$ cat config.mk
export PLATFORM = sky130hd
export DESIGN_NAME = tks_ring
export DESIGN_NICKNAME = d
export VERILOG_FILES = /design/src/rtl/tks_pkg.sv /design/src/rtl/tks_cell.sv /design/src/rtl/tks_ring.sv
export SDC_FILE = /design/constraint.sdc
export NUM_CORES = 2
export LEC_CHECK = 0
export ABC_CLOCK_PERIOD_IN_PS = 6000
export BUFFER_PORTS_ARGS = -buffer_cell sky130_fd_sc_hd__clkbuf_2
export CAP_MARGIN = 25
export CORE_UTILIZATION = 30
export DETAILED_ROUTE_END_ITERATION = 12
export HOLD_SLACK_MARGIN = 0.12
export PLACE_DENSITY_LB_ADDON = 0.3
export SLEW_MARGIN = 20
export SYNTH_ARGS = -nofsm -noshare
export SYNTH_HDL_FRONTEND = slang
export SYNTH_HIERARCHICAL = 1
export SYNTH_SLANG_ARGS = --single-unit
$ cat constraint.sdc
create_clock -name clk -period 6 [get_ports clk]
set_input_delay 1.2 -clock clk [delete_from_list [all_inputs] [get_ports clk]]
set_output_delay 1.2 -clock clk [all_outputs]
set_load 0.03 [all_outputs]
$ cat src/rtl/tks_pkg.sv
`default_nettype none

package tks_pkg;

  localparam int TABLE_DEPTH_DEFAULT = 64;

  localparam int COUNT_W = 7;
  localparam int INDEX_W = 6;
  localparam int WORD_W = 32;
  localparam int POS_W = 6;

  localparam logic FUNC_WRITE = 1'b0;
  localparam logic FUNC_SEARCH = 1'b1;

  localparam logic MODE_LINEAR = 1'b0;
  localparam logic MODE_BINARY = 1'b1;

  localparam logic CFG_ENTRY_COUNT = 1'b0;
  localparam logic CFG_SEARCH_MODE = 1'b1;

  typedef struct packed {
    logic rot_left;
    logic rot_right;
    logic wr_en;
  } ring_op_t;

endpackage

`default_nettype wire

$ cat src/rtl/tks_cell.sv
`default_nettype none

module tks_cell (
  input  wire logic                             clk,
  input  wire tks_pkg::ring_op_t                op,
  input  wire logic                             sel,
  input  wire logic signed [tks_pkg::WORD_W-1:0] wr_data,
  input  wire logic signed [tks_pkg::WORD_W-1:0] from_right,
  input  wire logic signed [tks_pkg::WORD_W-1:0] from_left,
  output logic signed [tks_pkg::WORD_W-1:0]      word
);

  always_ff @(posedge clk) begin
    priority if (op.wr_en && sel) begin
      word <= wr_data;
    end else if (op.rot_left) begin
      word <= from_right;
    end else if (op.rot_right) begin
      word <= from_left;
    end else begin
      word <= word;
    end
  end

endmodule

`default_nettype wire

$ cat src/rtl/tks_ring.sv
`default_nettype none

module tks_ring #(
  parameter int DEPTH = tks_pkg::TABLE_DEPTH_DEFAULT,
  parameter int IW = tks_pkg::INDEX_W
) (
  input  wire logic                              clk,
  input  wire tks_pkg::ring_op_t                 op,
  input  wire logic [IW-1:0]                     wr_slot,
  input  wire logic signed [tks_pkg::WORD_W-1:0] wr_data,
  output logic signed [tks_pkg::WORD_W-1:0]      head
);

  logic signed [tks_pkg::WORD_W-1:0] words [DEPTH];

  for (genvar j = 0; j < DEPTH; j++) begin : g_cell
    localparam int RIGHT = (j + 1) % DEPTH;
    localparam int LEFT = (j + DEPTH - 1) % DEPTH;

    tks_cell u_cell (
      .clk        (clk),
      .op         (op),
      .sel        (wr_slot == IW'(j)),
      .wr_data    (wr_data),
      .from_right (words[RIGHT]),
      .from_left  (words[LEFT]),
      .word       (words[j])
    );
  end

  assign head = words[0];

endmodule

`default_nettype wire

==> summary.md <==
| Metric | Value |
|---|---|
| Max Freq | `~0.25 GHz` |
| Die ar. | `approximately 370000 um^2` |
| Origin of the critical flop-to-flop path | `g_cell[0].u_cell/word[24]$_DFFE_PP_` |
| Largest register FFs | `2048` |
| Post-Synthesis Cells | `approximately 9400` |
| Hold path depth | `2` |
| Startpoint Class | `primary input` |
| CP Class | `in2reg` |
| Post-synth EDFFs | `around 2000` |
| Antenna viol nets, final | `0` |
| Setup TNS | `0 ns` |
| Fraction of layout cells with a size suffix above 1 | `under 10%` |
| Met2 WL | `between 100 and 150 mm` |
| Mapped Avg Cell Area | `~12 um^2` |
| WP data required | `around 6.6 ns` |
| H-tree levels | `4` |
| Cells on worst reg2reg path | `2` |
| Per-cell routed wire length | `24.9 um` |
| Vias in the first global route | `~75000` |
| Num CTS Buffers | `221` |
| Clock Path Buffers | `4` |
| Metal3 WL | `~27 mm` |
| Die Wd | `between 600 and 700 um` |
| Pin count of the biggest net entering global routing | `roughly 180` |
| Post-synth ARST share | `0%` |
| Synth Warn # | `6` |
| Top FF cell, synth | `edfxtp_1` |
| Total gr overflow | `0` |
| Final Setup Violations | `0` |
| Most flop-heavy register | `g_cell.u_cell/word` |
| Post-cts resize count | `0` |
| GRT Overall Usage | `about 18%` |
| Setup crit start | `wr_slot[5]` |
| Largest regs | `g_cell.u_cell/word: 2048 flops` |
| Mapped Nets | `approximately 9400` |
| Hold Path Class | `reg2reg` |
| Routed WL | `347 mm` |
| Synthesized flop and latch total | `around 2000` |
| Ports | `74` |
| Final Hold Vio Count | `0` |
| Most frequent cells in the layout | `2048 x mux2i_1, 2048 x nand3_1, 2048 x edfxtp_1, 1920 x o21ai_1, 249 x buf_4` |
| Placer Congestion | `0.853` |
| Area delta synth->final | `8.78%` |
| Hold_buf cts | `0` |
| M1 WL | `roughly 160 mm` |
| Fin. max-slew vios | `0` |
| Max-Cap Viols | `0` |
| Initial Util | `30.2%` |
| Slew at the pin with the worst max-slew slack | `1.16 ns` |
| DRC Markers | `0` |
| Final period utilization | `about two thirds` |
| Yosys top cell area share | `about 56%` |
| Status | `completed` |
| First-pass iteration count of the detailed router | `6` |
| DR top layer | `met4` |
| Clock Skew | `approximately 0.038 ns` |
| VDD IR-drop max | `between 0.2 and 0.25 mV` |
| CP endpoint kind | `flip-flop` |
| Core ar. | `between 300000 and 400000 um^2` |
| Initial antenna violation count | `7` |
| Cell Rows | `approximately 220` |
| Min cycle time layout | `~3.9 ns` |
| Synth cell types | `20` |
| Total power | `roughly 41 mW` |
| Post-synthesis sequential area ratio | `55.9%` |
| Fill cells | `around 36000` |
| Unrepaired setup endpoints after global routing | `no` |
| Worst EP arrival | `roughly 4.5 ns` |
| Via density | `between 5 and 6` |
| Clock transition at the registers of the reported paths | `about 0.060 ns` |
| Slew HR | `around 23%` |
| Worst hold-check slack | `a little over 0.6 ns` |
| Largest cells by area after synthesis | `edfxtp_1 56%, mux2i_1 19%, nand3_1 9.3%, o21ai_1 8.7%, buf_6 2.0%` |
| First-pass GRT wire length | `about 510 mm` |
| Number of port buffers | `73` |
| CTS tree | `built` |
| Root Driver | `clkbuf_16` |
| Final net count | `between 8000 and 9000` |
| Clock tree sinks | `between 2000 and 2500` |
| Worst hold start | `g_cell[37].u_cell/word[14]$_DFFE_PP_` |
| Die height | `607 um` |
| Clk_lat worst skew | `0.90 ns` |
| Vias | `approximately 80000` |
| DRT iter0 DRCs | `~9600` |
| PD cells | `between 300 and 400 nW/um^2` |
| Leak | `42.4 nW` |
| Worst R2R Setup Slack | `4.89 ns` |
| Yosys top cell by area | `edfxtp_1` |
| DP Wirelength | `about 240 mm` |
| Setup Fix Bufs, Post-CTS | `0` |
| Netlist Area Pre-Place | `approximately 110000 um^2` |
| Max FO, Critical Path | `33` |
==> synthesized netlist by cell type, types with 2 or more instances <==
library cell and n:
and2_4 64, or4b_1 4, buf_6 192, o21ai_1 1920, nand4b_1 4, nor2_1 64, mux2i_1 2048, nand2b_1 2
nand4bb_1 6, buf_4 192, clkbuf_1 394, or3_1 64, o21ai_0 128, buf_2 193, nand3_1 2048, edfxtp_1 2048
==> layer usage <==
layer / vias to the layer above / track usage [%]
li1: 35100 / -
met1: 39200 / 26.6
met2: 4001 / 26.7
met3: 640 / 2.20
met4: 0 / 6.07
met5: - / 0
==> through the flow <==
| stage | cells | area, um^2 | utilization [%] | worst slack (ns) |
|---|---|---|---|---|
| finish | 13900 | 120000 | 32.9 | 2.07 |
| global route | 13900 | 120000 | 32.9 | 1.99 |
| CTS | 13900 | 119000 | 32.8 | 2.14 |
| detailed placement | 13500 | 113000 | 31.0 | 1.18 |
| global placement | 13500 | 113000 | 31.0 | 1.26 |
| floorplan | 9375 | 110000 | - | 2.60 |
==> worst paths after layout <==
kind / end
setup / recovery: g_cell[1].u_cell/word[29]$_DFFE_PP_
hold / removal: g_cell[38].u_cell/word[14]$_DFFE_PP_
setup reg to reg: g_cell[63].u_cell/word[24]$_DFFE_PP_
hold reg to reg: g_cell[38].u_cell/word[14]$_DFFE_PP_
==> worst max-delay path, cell delays in order <==
cell      delay [ns]
clkbuf_2        0.39
or4_1           0.82
nor2_2          0.18
buf_4           0.34
and2_4          0.44
or3_1           0.75
buf_4           0.36
==> logic make-up (layout without fill, tap and decap cells) <==
family	count (synthesis)	after routing	share of synthesized area [%]
flip-flops	2048	2048	55.9
multiplexers	2048	2048	18.6
AO/OA/AOI/OAI	2048	2048	9.32
buffers and inverters	971	715	5.50
other	0	2	0
AND/OR/NAND/NOR	2260	2260	10.6
==> cell type report <==
cell class	count	area [um^2]	share of cell area [%]
diodes	2	5.00	0.00419
clock buffers	278	5830	4.88
clock inverters	110	871	0.728
multi-input cells	6356	42500	35.6
flip-flops and latches	2048	61500	51.4
well taps	4794	6000	5.02
repair buffers	327	2830	2.37
==> power breakdown <==
part	switching, mW	internal, mW	leakage, nW
sequential	2.84	19.5	21.0
combinational	3.04	2.23	18.1
clock	5.81	7.41	3.28
No activity file was read; power rests on OpenSTA's default activity.
